--- config.mk ---
export PLATFORM = sky130hd
export DESIGN_NAME = uha_ctrl
export DESIGN_NICKNAME = d
export VERILOG_FILES = /design/src/rtl/core/uha_pkg.sv /design/src/rtl/core/uha_ctrl.sv
export SDC_FILE = /design/constraint.sdc
export NUM_CORES = 1
export LEC_CHECK = 0
export ABC_CLOCK_PERIOD_IN_PS = 2950
export BUFFER_PORTS_ARGS = -buffer_cell sky130_fd_sc_hd__buf_2
export CORE_AREA = 2 2 39 41
export CTS_CLUSTER_DIAMETER = 120
export DETAILED_ROUTE_END_ITERATION = 16
export DIE_AREA = 0 0 41 43
export PLACE_DENSITY = 0.48
export SLEW_MARGIN = 25
export SYNTH_ARGS = -nofsm -noshare
export SYNTH_HDL_FRONTEND = slang
export SYNTH_SLANG_ARGS = --single-unit
--- constraint.sdc ---
create_clock -name clk -period 2.95 [get_ports clk]
set_input_delay 0.4425 -clock clk [delete_from_list [all_inputs] [get_ports clk]]
set_output_delay 0.4425 -clock clk [all_outputs]
set_load 0.01 [all_outputs]
--- src/rtl/core/uha_pkg.sv ---
// Shared types, constants and helpers of the uniform histogram accumulator.
// No dependencies; imported by every module of the block.
`timescale 1ns / 1ps

package uha_pkg;

  localparam int MAX_BINS   = 1024;
  localparam int BIN_W      = $clog2(MAX_BINS);
  localparam int COUNT_W    = 32;
  localparam int VAL_W      = 32;
  localparam int BCNT_W     = 11;
  localparam int CFG_IDX_W  = 2;
  localparam int IN_DATA_W  = 48;
  localparam int OUT_DATA_W = 112;

  localparam logic [CFG_IDX_W-1:0] REG_RANGE_LOW  = 2'd0;
  localparam logic [CFG_IDX_W-1:0] REG_RANGE_HIGH = 2'd1;
  localparam logic [CFG_IDX_W-1:0] REG_BIN_SCALE  = 2'd2;
  localparam logic [CFG_IDX_W-1:0] REG_BIN_COUNT  = 2'd3;

  localparam logic KIND_ADD  = 1'b0;
  localparam logic KIND_READ = 1'b1;

  localparam logic [VAL_W-1:0]    RST_RANGE_LOW  = 32'd0;
  localparam logic [VAL_W-1:0]    RST_RANGE_HIGH = 32'd65536;
  localparam logic [VAL_W-1:0]    RST_BIN_SCALE  = 32'd67043328;
  localparam logic [BCNT_W-1:0]   RST_BIN_COUNT  = 11'd1024;
  localparam logic [2*VAL_W-1:0]  HALF_Q32       = 64'h0000_0000_8000_0000;
  localparam logic [COUNT_W-1:0]  COUNT_MAX      = '1;

  typedef struct packed {
    logic cap;
    logic cmp;
    logic mul;
    logic idx;
    logic wb;
    logic clr;
  } uha_cmd_t;

  typedef struct packed {
    logic clr_last;
  } uha_sts_t;

  function automatic logic [COUNT_W-1:0] sat_inc(input logic [COUNT_W-1:0] v);
    sat_inc = (v == COUNT_MAX) ? v : v + 1'b1;
  endfunction

endpackage

--- src/rtl/core/uha_ctrl.sv ---
// Sequencer of the histogram accumulator: clearing pass, item steps, output valid.
// Depends on uha_pkg; drives uha_dpath through uha_cmd_t.
`timescale 1ns / 1ps

module uha_ctrl import uha_pkg::*; (
  input  logic     clk,
  input  logic     rst_n,
  input  logic     in_tvalid,
  output logic     in_tready,
  output logic     out_tvalid,
  input  logic     out_tready,
  input  uha_sts_t sts,
  output uha_cmd_t cmd
);

  localparam logic [2:0] S_CLR  = 3'd0;
  localparam logic [2:0] S_IDLE = 3'd1;
  localparam logic [2:0] S_CMP  = 3'd2;
  localparam logic [2:0] S_MUL  = 3'd3;
  localparam logic [2:0] S_IDX  = 3'd4;
  localparam logic [2:0] S_RD   = 3'd5;
  localparam logic [2:0] S_WB   = 3'd6;

  logic [2:0] state_r, state_nxt;
  logic       out_valid_r, out_valid_nxt;

  assign in_tready  = (state_r == S_IDLE);
  assign out_tvalid = out_valid_r;

  always_comb begin
    state_nxt = state_r;
    cmd       = '0;
    case (state_r)
      S_CLR: begin
        cmd.clr = 1'b1;
        if (sts.clr_last) begin
          state_nxt = S_IDLE;
        end
      end
      S_IDLE: begin
        if (in_tvalid) begin
          cmd.cap   = 1'b1;
          state_nxt = S_CMP;
        end
      end
      S_CMP: begin
        cmd.cmp   = 1'b1;
        state_nxt = S_MUL;
      end
      S_MUL: begin
        cmd.mul   = 1'b1;
        state_nxt = S_IDX;
      end
      S_IDX: begin
        cmd.idx   = 1'b1;
        state_nxt = S_RD;
      end
      S_RD: begin
        state_nxt = S_WB;
      end
      S_WB: begin
        if (!out_valid_r || out_tready) begin
          cmd.wb    = 1'b1;
          state_nxt = S_IDLE;
        end
      end
      default: begin
        state_nxt = S_IDLE;
      end
    endcase
  end

  always_comb begin
    out_valid_nxt = out_valid_r;
    if (cmd.wb) begin
      out_valid_nxt = 1'b1;
    end else if (out_tready) begin
      out_valid_nxt = 1'b0;
    end
  end

  always_ff @(posedge clk) begin
    if (!rst_n) begin
      state_r     <= S_CLR;
      out_valid_r <= 1'b0;
    end else begin
      state_r     <= state_nxt;
      out_valid_r <= out_valid_nxt;
    end
  end

  a_valid_from_wb: assert property (@(posedge clk) disable iff (!rst_n)
    $rose(out_valid_r) |-> $past(state_r) == S_WB)
    else $error("output valid rose outside write-back");

  a_no_overwrite: assert property (@(posedge clk) disable iff (!rst_n)
    out_valid_r && !out_tready |=> out_valid_r && !$past(cmd.wb))
    else $error("pending result overwritten");

endmodule

==> impl_results.md, run 1 <==
* Postcts setup bufs at 0
* Remaining Overflow, GRT at 0
* Maximum VDD drop at 121.9 uV
* Final setup fails at 0
* Register area share after synthesis at 26.34%
* GRT Resource Usage Total at 9.127%
* PwrDens at 392.0 mW/mm^2
* Drt wl/cell at 9.182 um
* Synth top area share at 26.34%
* RSZ-0062 raised after global routing: no
* Rows at 14
* Cts repair resizes at 0
* FILL cells at 159
* Pint at 0.1128 mW
* CP cell instances: nor3b_4 -> and2_2 -> buf_2
* CTS buffer count at 3
* Cell Count, Final, Fillers Out at 66
* CP required at 2.51 ns
* Clock Pin Slew Worst Setup and Hold Paths at 0.04 ns
* Vias per Instance at 4.348
* Slew margin rel. at 75.28%
* DR pass1 iterations at 4
* Crit path arrival time at 1.19 ns
* CTS Sinks at 4
* Net Count, Synth at 44
* CTS root buffer: clkbuf_4
* First-pass GRT wire length at 1055 um
* Largest net degree at the start of global routing at 10
* FMAX at 0.6120 GHz
* Final TNS setup at 0 ns
* Die X at 41 um
* Final Skew at 0.005673 ns
* PortBufs at 12
* Status: completed
* Crit path max-delay family: flip-flops
* Core Region at 0.001384 sq mm
* Clk Latency, worst-skew pair at 0.24 ns
* Switch Pwr at 0.03531 mW
* Number of max-cap violations at 0
* Hold-fix buffers, CTS at 0
* Sequential share of power at 39.5%
* Post-synthesis cell area at 304.0 sq um
* H-tree Lvls at 1
* Die Area at 0.001763 sq mm
* Die Span Y at 43 um
* Remaining DRCs at 0
* Hold Violations, Final at 0
* Final hold slack at 0.4749 ns
* Yosys top cell by area: dfxtp_1
* Synth Register Bits at 4
* Clock Power Share at 46.5%
* Vias in the first global route at 269
* Detail Placement HPWL at 478.1 um
* Fin nets at 58
* Combinational share of power at 14.0%
* Worst path max stage delay at 0.43 ns
* Yosys warning total at 0
* Diode count at 0
* Worst min-delay path category: in2reg
* Cells after DPL at 63
* Sw frac at 23.84%
* Initial Util at 21.97%
* CP Launch Type: flip-flop
* Total I/O pin count at 13
* WS Path Type: reg2out
* CTS Buffer Depth at 2
* Critical-path maximum fanout at 8
* CTS tree: yes
* Total Wirelength at 606 um
* Post-synthesis cell count at 38
* Routability cong. at 0.6801
* Total number of vias at 287
* Fin worst setup slack at 1.316 ns
* Pre-CTS setup slack at 1.479 ns
* Slew of the pin with the lowest slew margin at 0.3703 ns
* Final critical-path share of the clock period at 55.39%
* Leak pwr at 0.1844 nW
* Iter 0 DRT Violations at 7
* Crit path max-delay cell type: dfxtp_1
* Final max-slew violation count at 0
* Netlist cell types at 22
* Area delta synth->final at 24.28%
* Buf/Inv on CP at 1
* Syn Area/Cell at 8.001 sq um
* Antenna Nets Post-Route at 0
* Antenna violations before repair at 0
* Tmin final at 1.634 ns
* Worst Setup End Kind: output pin
* Layout cells sized above 1 at 34.00%
* Synth area leaders: dfxtp_1, o21ai_0, nor2_1
[cell type report]
cell class	instances	area, sq um	area share (%)
clock buffer	3	22.52	5.960
tap	16	20.02	5.298
inverter	4	15.01	3.974
sequential	4	80.08	21.19
multi-input combinational	27	180.2	47.68
timing repair buffer	12	60.06	15.89
[state kept, by name, summed over array words and instances, names as in the netlist]
| signal | flops |
|---|---|
| out_tvalid | 1 |
| state_r | 3 |
[tightest hold or removal path: cells and delay by family]
kind	cells	cell delay, ns
compound gates	1	0.06
buf+inv	1	0.13
simple gates	1	0.05
[stage by stage]
stage / utilization, % / cell area [sq um] / power, mW
after floorplan: - / 304.0 / 0.07250
after global placement: 25.68 / 355.3 / 0.08039
after detailed placement: 25.68 / 355.3 / 0.08047
after CTS: 27.31 / 377.9 / 0.1484
after global routing: 27.31 / 377.9 / 0.1562
final: 27.31 / 377.9 / 0.1481
[routing by layer]
metal	part of all wire, %	wire length [um]	GRT usage, %	up-vias
met5	0	0	0	-
met4	1.7	10	8.000	0
met3	5.0	30	3.141	2
met2	50	303	12.81	9
met1	43	261	10.26	124
li1	-	-	-	152
[logic make-up after synthesis]
logic type,synth area share [%]
mux,3.292
flops,26.34
simple gates,30.46
xor+xnor,2.881
compound gates,18.52
fa+ha+maj,4.115
buf+inv,14.40
[synth_stat cells (all sizes together)]
library cell	number
buf	2
o31ai	1
nand2b	2
a21boi	1
nand3b	1
nand2	1
nor3	2
nor2	5
clkbuf	1
and2	1
a21oi	1
and3	1
mux2i	1
o21ai	4
inv	4
ha	1
dfxtp	4
and2b	1
nor3b	1
xnor2	1
o211a	1
a31oi	1
[path summary, 6_finish.rpt]
path,from,to,slack [ns],depth (start not counted)
worst max-delay path,state_r[0]$_SDFFE_PN0P_,cmd[5],1.32,3
worst min-delay path,rst_n,state_r[1]$_SDFFE_PN0P_,0.47,3
worst max register to register,state_r[1]$_SDFFE_PN0P_,state_r[1]$_SDFFE_PN0P_,1.49,5
worst min register to register,out_tvalid$_SDFFE_PN0P_,out_tvalid$_SDFFE_PN0P_,0.51,2
[cell usage in the layout (no fill, tap or decap)]
cell      count
and3_1        1
nor2_1        5
nand3b_1      1
nor3b_4       1
o21ai_0       4
dfxtp_1       4
clkbuf_4      3
nand2_1       1
o211a_1       1
and2_2        1
o31ai_1       1
a21oi_1       1
a21boi_0      1
buf_2        12
xnor2_1       1
ha_1          1
mux2i_1       1
inv_1         4
nand2b_1      2
a31oi_1       1
and2b_1       1
nor3_1        2
[power groups by stage]
stage | Combinational [mW] | Sequential (mW) | Clock [mW]
floorplan | 0.0142 | 0.0583 | 0
global placement | 0.0210 | 0.0594 | 0
detailed placement | 0.0211 | 0.0593 | 0
global route | 0.0236 | 0.0591 | 0.0735
finish | 0.0207 | 0.0585 | 0.0689
CTS | 0.0212 | 0.0585 | 0.0687
Note: power is estimated with default switching activity, not from simulation.
==> run 2, diff against run 1 <==
ABC_CLOCK_PERIOD_IN_PS = 1550   (was 2950)
clock period = 1.55 ns   (was 2.95 ns; I/O delays follow)
==> run 2 against run 1 <==
Compared with the run above:
- global-route usage shrank 0.39 points
- cell count increased by 3.0%
- total power increased by 89%
- hold slack worse by 0.19 ns
- critical path depth up 1
- sequential power is 85% higher
- clock power increased by 81%
- design area grew 4.0%
- clock skew down 0.0052 ns
- non-clock buffer count is 2 higher
- setup slack got worse by 1.2 ns
- critical endpoint is now cmd[3]
- largest power group unchanged
==> impl_results.md, run 2 (synthesis results as in run 1) <==
* Final critical-path share of the clock period at 92.42%
* Worst min-delay path category: in2reg (unchanged)
* Clock Pin Slew Worst Setup and Hold Paths at 0.04 ns (about the same)
* Total number of vias at 283 (was 287)
* Max FFs per register at 3 (unchanged)
* Die X at 41 um (unchanged)
* Slew of the pin with the lowest slew margin at 0.3336 ns (was 0.3703 ns)
* Commonest non-fill, non-tap cells in the layout: buf_2, nor2_1, inv_1, o21ai_0, dfxtp_1 (unchanged)
* Maximum VDD drop at 280.9 uV (was 121.9 uV)
* CTS root buffer: clkbuf_4 (unchanged)
* PwrDens at 713.1 mW/mm^2 (was 392.0 mW/mm^2)
* Fin nets at 60 (was 58)
* Antenna violations before repair at 0 (unchanged)
* Final Skew at 0.0004397 ns (was 0.005673 ns)
* Iter 0 DRT Violations at 1 (was 7)
* Leak pwr at 0.1949 nW (was 0.1844 nW)
* Final setup fails at 0 (unchanged)
* Crit path arrival time at 1.20 ns (was 1.19 ns)
* Tmin final at 1.433 ns
* Cts repair resizes at 0 (unchanged)
* Vias in the first global route at 236 (was 269)
* Vias per Instance at 4.162 (was 4.348)
* CTS Buffer Depth at 2 (unchanged)
* Most flop-heavy register: state_r (unchanged)
* Met3 Wirelength at 31 um (was 30 um)
* CTS buffer count at 3 (unchanged)
* FMAX at 0.6981 GHz
* Drt wl/cell at 9.059 um (was 9.182 um)
* Largest net degree at the start of global routing at 10 (unchanged)
* Wire length on met1 at 259 um (was 261 um)
* PortBufs at 12 (unchanged)
* Hold Violations, Final at 0 (unchanged)
* Combinational share of power at 16.8% (was 14.0%)
* CTS Sinks at 4 (unchanged)
* Critical R2R Launch: state_r[2]$_SDFFE_PN0P_ (was state_r[1]$_SDFFE_PN0P_)
* Max layer used: met3 (was met4)
* Hold-fix buffers, CTS at 0 (unchanged)
* Worst Setup End Kind: output pin (unchanged)
* Remaining Overflow, GRT at 0 (unchanged)
* Status: completed (unchanged)
* Slew margin rel. at 77.73% (was 75.28%)
* Antenna Nets Post-Route at 0 (unchanged)
* Area delta synth->final at 29.22% (was 24.28%)
* Layout cells sized above 1 at 36.54% (was 34.00%)
* Total I/O pin count at 13 (unchanged)
* Final max-slew violation count at 0 (unchanged)
* Total Wirelength at 616 um (was 606 um)
* CP required at 1.32 ns (was 2.51 ns)
* WS Path Type: reg2out (unchanged)
* GRT Resource Usage Total at 8.735% (was 9.127%)
* Switch Pwr at 0.06245 mW (was 0.03531 mW)
* First-pass GRT wire length at 924 um (was 1055 um)
* RSZ-0062 raised after global routing: no (unchanged)
* Cell Count, Final, Fillers Out at 68 (was 66)
* DR pass1 iterations at 2 (was 4)
* Die Span Y at 43 um (unchanged)
* Remaining DRCs at 0 (unchanged)
* Clock Power Share at 44.6% (was 46.5%)
* Clk Latency, worst-skew pair at 0.23 ns (was 0.24 ns)
* Worst Hold Launch: rst_n (unchanged)
* H-tree Lvls at 1 (unchanged)
* Postcts setup bufs at 0 (unchanged)
* Final TNS setup at 0 ns (unchanged)
* Diode count at 0 (unchanged)
* Critical-path maximum fanout at 7 (was 8)
* Most common cell after layout, fill and taps aside: buf_2 (unchanged)
* Initial Util at 21.97% (unchanged)
* Routability cong. at 0.6885 (was 0.6801)
* Number of max-cap violations at 0 (unchanged)
* Rows at 14 (unchanged)
* CP Launch Type: flip-flop (unchanged)
* CTS tree: yes (unchanged)
* Cells after DPL at 65 (was 63)
* Core Region at 0.001384 sq mm (unchanged)
* Sequential share of power at 38.6% (was 39.5%)
* Pint at 0.2177 mW (was 0.1128 mW)
* WL met2 at 325 um (was 303 um)
* Critical path startpoint: state_r[1]$_SDFFE_PN0P_ (was state_r[0]$_SDFFE_PN0P_)
* Sw frac at 22.29% (was 23.84%)
* Die Area at 0.001763 sq mm (unchanged)
run 2: cell count changes in the layout (fill, tap and decap cells not counted):
| cell | delta |
|---|---|
| buf_4 | +2 |
run 2: area by class of cell:
cell class	instances	area [sq um]
fillers	158	991.0
multi-input cells	27	180.2
flip-flops and latches	4	80.08
repair buffers	14	75.07
clock buffers	3	22.52
well taps	16	20.02
inverters	4	15.01
run 2: path summary, 6_finish.rpt:
path                              to  slack [ns]  cells after the start
max                           cmd[3]        0.12                      4
min reg2reg  out_tvalid$_SDFFE_PN0P_        0.51                      2
max reg2reg  state_r[1]$_SDFFE_PN0P_        0.22                      4
min          state_r[2]$_SDFFE_PN0P_        0.28                      3
run 2: routing by layer:
layer / vias to the layer above / global-route usage [%]
met4: 0 / 8.000
met2: 8 / 12.81
met5: - / 0
met3: 0 / 4.712
met1: 118 / 8.039
li1: 157 / -
run 2: metrics by stage:
| step | total power [mW] | util [%] | hold WS, ns | worst slack [ns] | area (sq um) |
|---|---|---|---|---|---|
| detailed placement | 0.1572 | 26.76 | 0.5174 | 0.2124 | 370.4 |
| finish | 0.2802 | 28.39 | 0.2816 | 0.1174 | 392.9 |
| global route | 0.2997 | 28.39 | 0.2890 | 0.03459 | 392.9 |
| global placement | 0.1577 | 26.76 | 0.5122 | 0.2305 | 370.4 |
| CTS | 0.2888 | 28.39 | 0.2729 | 0.09475 | 392.9 |
| floorplan | 0.1380 | - | 0.3411 | 0.2929 | 304.0 |
run 2: power by group through the flow:
stage / Clock (mW) / Sequential (mW) / Combinational, mW
global route: 0.139 / 0.109 / 0.0525
finish: 0.125 / 0.108 / 0.0470
floorplan: 0 / 0.111 / 0.0270
detailed placement: 0 / 0.110 / 0.0475
global placement: 0 / 0.110 / 0.0482
CTS: 0.133 / 0.108 / 0.0475
run 2: worst max-delay path, stage by stage, from the launching register on:
cell	delay [ns]
dfxtp_1	0.39
buf_4	0.18
nand2b_1	0.07
nor2_1	0.16
buf_2	0.16
==> run 3, diff against run 2 <==
REMOVE_ABC_BUFFERS = 1   (was unset)
==> run 3 against run 2 <==
Compared with the run above:
- clock skew grew 0.0026 ns
- register-to-register slack about the same
- die area is the same
- design area up 0.32%
- critical path type unchanged
- critical endpoint is now cmd[5]
- largest cell class unchanged
- highest routed layer is now met4
==> impl_results.md, run 3 (synthesis results as in run 1) <==
* Cts repair resizes at 0 (unchanged)
* Vias in the first global route at 263 (was 236)
* CTS root buffer: clkbuf_4 (unchanged)
* Antenna Nets Post-Route at 0 (unchanged)
* Worst path max stage delay at 0.40 ns (was 0.39 ns)
* WS Path Type: reg2out (unchanged)
* Crit path arrival time at 1.18 ns (was 1.20 ns)
* Final TNS setup at 0 ns (unchanged)
* Detail Placement HPWL at 529.1 um
* Die Area at 0.001763 sq mm (unchanged)
* Clk Latency, worst-skew pair at 0.24 ns (was 0.23 ns)
* Crit path max-delay cell type: dfxtp_1 (unchanged)
* CTS tree: yes (unchanged)
* Max FFs per register at 3 (unchanged)
* Layout cells sized above 1 at 38.46% (was 36.54%)
* Combinational share of power at 16.4% (was 16.8%)
* Initial Util at 21.97% (unchanged)
* Most flop-heavy register: state_r (unchanged)
* Hold-fix buffers, CTS at 0 (unchanged)
* H-tree Lvls at 1 (unchanged)
* Worst min-delay path category: in2reg (unchanged)
* Iter 0 DRT Violations at 1 (unchanged)
* Vias per Instance at 4.515 (was 4.162)
* Leak pwr at 0.1954 nW (was 0.1949 nW)
* Die Span Y at 43 um (unchanged)
* Final critical-path share of the clock period at 91.27% (was 92.42%)
* Clock Pin Slew Worst Setup and Hold Paths at 0.04 ns (about the same)
* Final max-slew violation count at 0 (unchanged)
* CTS buffer count at 3 (unchanged)
* Number of max-cap violations at 0 (unchanged)
* PwrDens at 732.8 mW/mm^2 (was 713.1 mW/mm^2)
* Routability cong. at 0.6393 (was 0.6885)
* Total number of vias at 307 (was 283)
* CTS Buffer Depth at 2 (unchanged)
* Diode count at 0 (unchanged)
* Fin nets at 60 (unchanged)
* Remaining DRCs at 0 (unchanged)
* Switch Pwr at 0.07059 mW (was 0.06245 mW)
* Crit Reg-Reg Endpoint: state_r[1]$_SDFFE_PN0P_ (unchanged)
* GRT Resource Usage Total at 9.419% (was 8.735%)
* Tmin final at 1.415 ns (was 1.433 ns)
* Rows at 14 (unchanged)
* CTS Sinks at 4 (unchanged)
* Crit path max-delay family: simple AND/OR/NAND/NOR gates (was flip-flops)
* Slew of the pin with the lowest slew margin at 0.3402 ns (was 0.3336 ns)
* Drt wl/cell at 9.691 um (was 9.059 um)
* Postcts setup bufs at 0 (unchanged)
* Remaining Overflow, GRT at 0 (unchanged)
* Status: completed (unchanged)
* Sequential share of power at 37.5% (was 38.6%)
* Worst Hold Launch: rst_n (unchanged)
* Clock Power Share at 46.1% (was 44.6%)
* Worst hold stages at 3 (unchanged)
* Final setup fails at 0 (unchanged)
* Min-Delay Endpoint: state_r[1]$_SDFFE_PN0P_ (was state_r[2]$_SDFFE_PN0P_)
* Die X at 41 um (unchanged)
* CP cell instances: nor3b_4 -> and2_2 -> buf_2 (was buf_4 -> nand2b_1 -> nor2_1 -> buf_2)
* Largest net degree at the start of global routing at 10 (unchanged)
* Sw frac at 24.44% (was 22.29%)
* Slew margin rel. at 77.29% (was 77.73%)
* First-pass GRT wire length at 1035 um (was 924 um)
* Hold Violations, Final at 0 (unchanged)
* Worst Setup End Kind: output pin (unchanged)
* FMAX at 0.7069 GHz (was 0.6981 GHz)
* CP Launch Type: flip-flop (unchanged)
* Reg2reg setup slack at 0.21 ns (was 0.22 ns)
* CP required at 1.32 ns (about the same)
* PortBufs at 12 (unchanged)
* Buf/Inv on CP at 1 (was 2)
* Commonest non-fill, non-tap cells in the layout: buf_2, nor2_1, inv_1, o21ai_0 (was buf_2, nor2_1, inv_1, o21ai_0, dfxtp_1)
* Critical R2R Launch: state_r[2]$_SDFFE_PN0P_ (unchanged)
* Pre-CTS setup slack at 0.1366 ns (was 0.2124 ns)
* Critical-path maximum fanout at 9 (was 7)
* Antenna violations before repair at 0 (unchanged)
* Final Skew at 0.003027 ns (was 0.0004397 ns)
* RSZ-0062 raised after global routing: no (unchanged)
* Area delta synth->final at 29.63% (was 29.22%)
* Fin worst setup slack at 0.1354 ns (was 0.1174 ns)
* Total Wirelength at 659 um (was 616 um)
* FILL cells at 149 (was 158)
* Core Region at 0.001384 sq mm (unchanged)
* Pint at 0.2182 mW (was 0.2177 mW)
* DR pass1 iterations at 4 (was 2)
* Total I/O pin count at 13 (unchanged)
* Maximum VDD drop at 321.0 uV (was 280.9 uV)
* Most common cell after layout, fill and taps aside: buf_2 (unchanged)
* Depth of the most critical reg-to-reg path at 4 (unchanged)
## run 3: changes by cell type in the layout (fill, tap and decap cells not counted)
cell     change
dfxtp_1      -1
dfxtp_2      +1
## run 3: power groups by stage
stage | Clock (mW) | Sequential (mW) | Combinational (mW)
2_1_floorplan | 0 | 0.112 | 0.0253
3_3_place_gp | 0 | 0.110 | 0.0472
3_5_place_dp | 0 | 0.110 | 0.0477
4_1_cts | 0.134 | 0.108 | 0.0478
5_1_grt | 0.137 | 0.108 | 0.0544
6_report | 0.133 | 0.108 | 0.0473
## run 3: per-layer routing
| metal | share of wire [%] | global-route usage, % |
|---|---|---|
| met1 | 47 | 10.54 |
| met2 | 42 | 12.50 |
| met3 | 7.0 | 3.141 |
| met4 | 3.8 | 10.00 |
| met5 | 0 | 0 |
## run 3: worst max-delay path by stage
stage	start	to	slack (ns)	depth (start not counted)
global placement	state_r[1]$_SDFFE_PN0P_	state_r[1]$_SDFFE_PN0P_	0.15	5
finish	state_r[2]$_SDFFE_PN0P_	cmd[5]	0.14	3
CTS	state_r[1]$_SDFFE_PN0P_	cmd[3]	0.04	4
global route	state_r[2]$_SDFFE_PN0P_	state_r[1]$_SDFFE_PN0P_	0.04	4
floorplan	state_r[1]$_SDFFE_PN0P_	state_r[0]$_SDFFE_PN0P_	0.25	5
detailed placement	state_r[1]$_SDFFE_PN0P_	state_r[1]$_SDFFE_PN0P_	0.14	5
## run 3: tightest hold or removal path, cell delays in order
cell and delay (ns):
buf_2 0.12, nand2_1 0.05, o21ai_0 0.06
## run 3: final cells by class
cell class / instances / area [sq um] / share of cell area [%]
clock buffer: 3 / 22.52 / 5.714
timing repair buffer: 14 / 75.07 / 19.05
sequential: 4 / 81.33 / 20.63
inverter: 4 / 15.01 / 3.810
tap: 16 / 20.02 / 5.079
multi-input combinational: 27 / 180.2 / 45.71
## run 3: metrics by stage
step	instance area [sq um]	power (mW)	cells	hold WS [ns]	util, %
2_1_floorplan	275.3	0.1371	35	0.3411	-
3_3_place_gp	370.4	0.1571	65	0.5119	26.76
3_5_place_dp	370.4	0.1576	65	0.5163	26.76
4_1_cts	392.9	0.2903	68	0.2725	28.39
5_1_grt	394.1	0.2994	68	0.2883	28.48
6_report	394.1	0.2888	68	0.2663	28.48
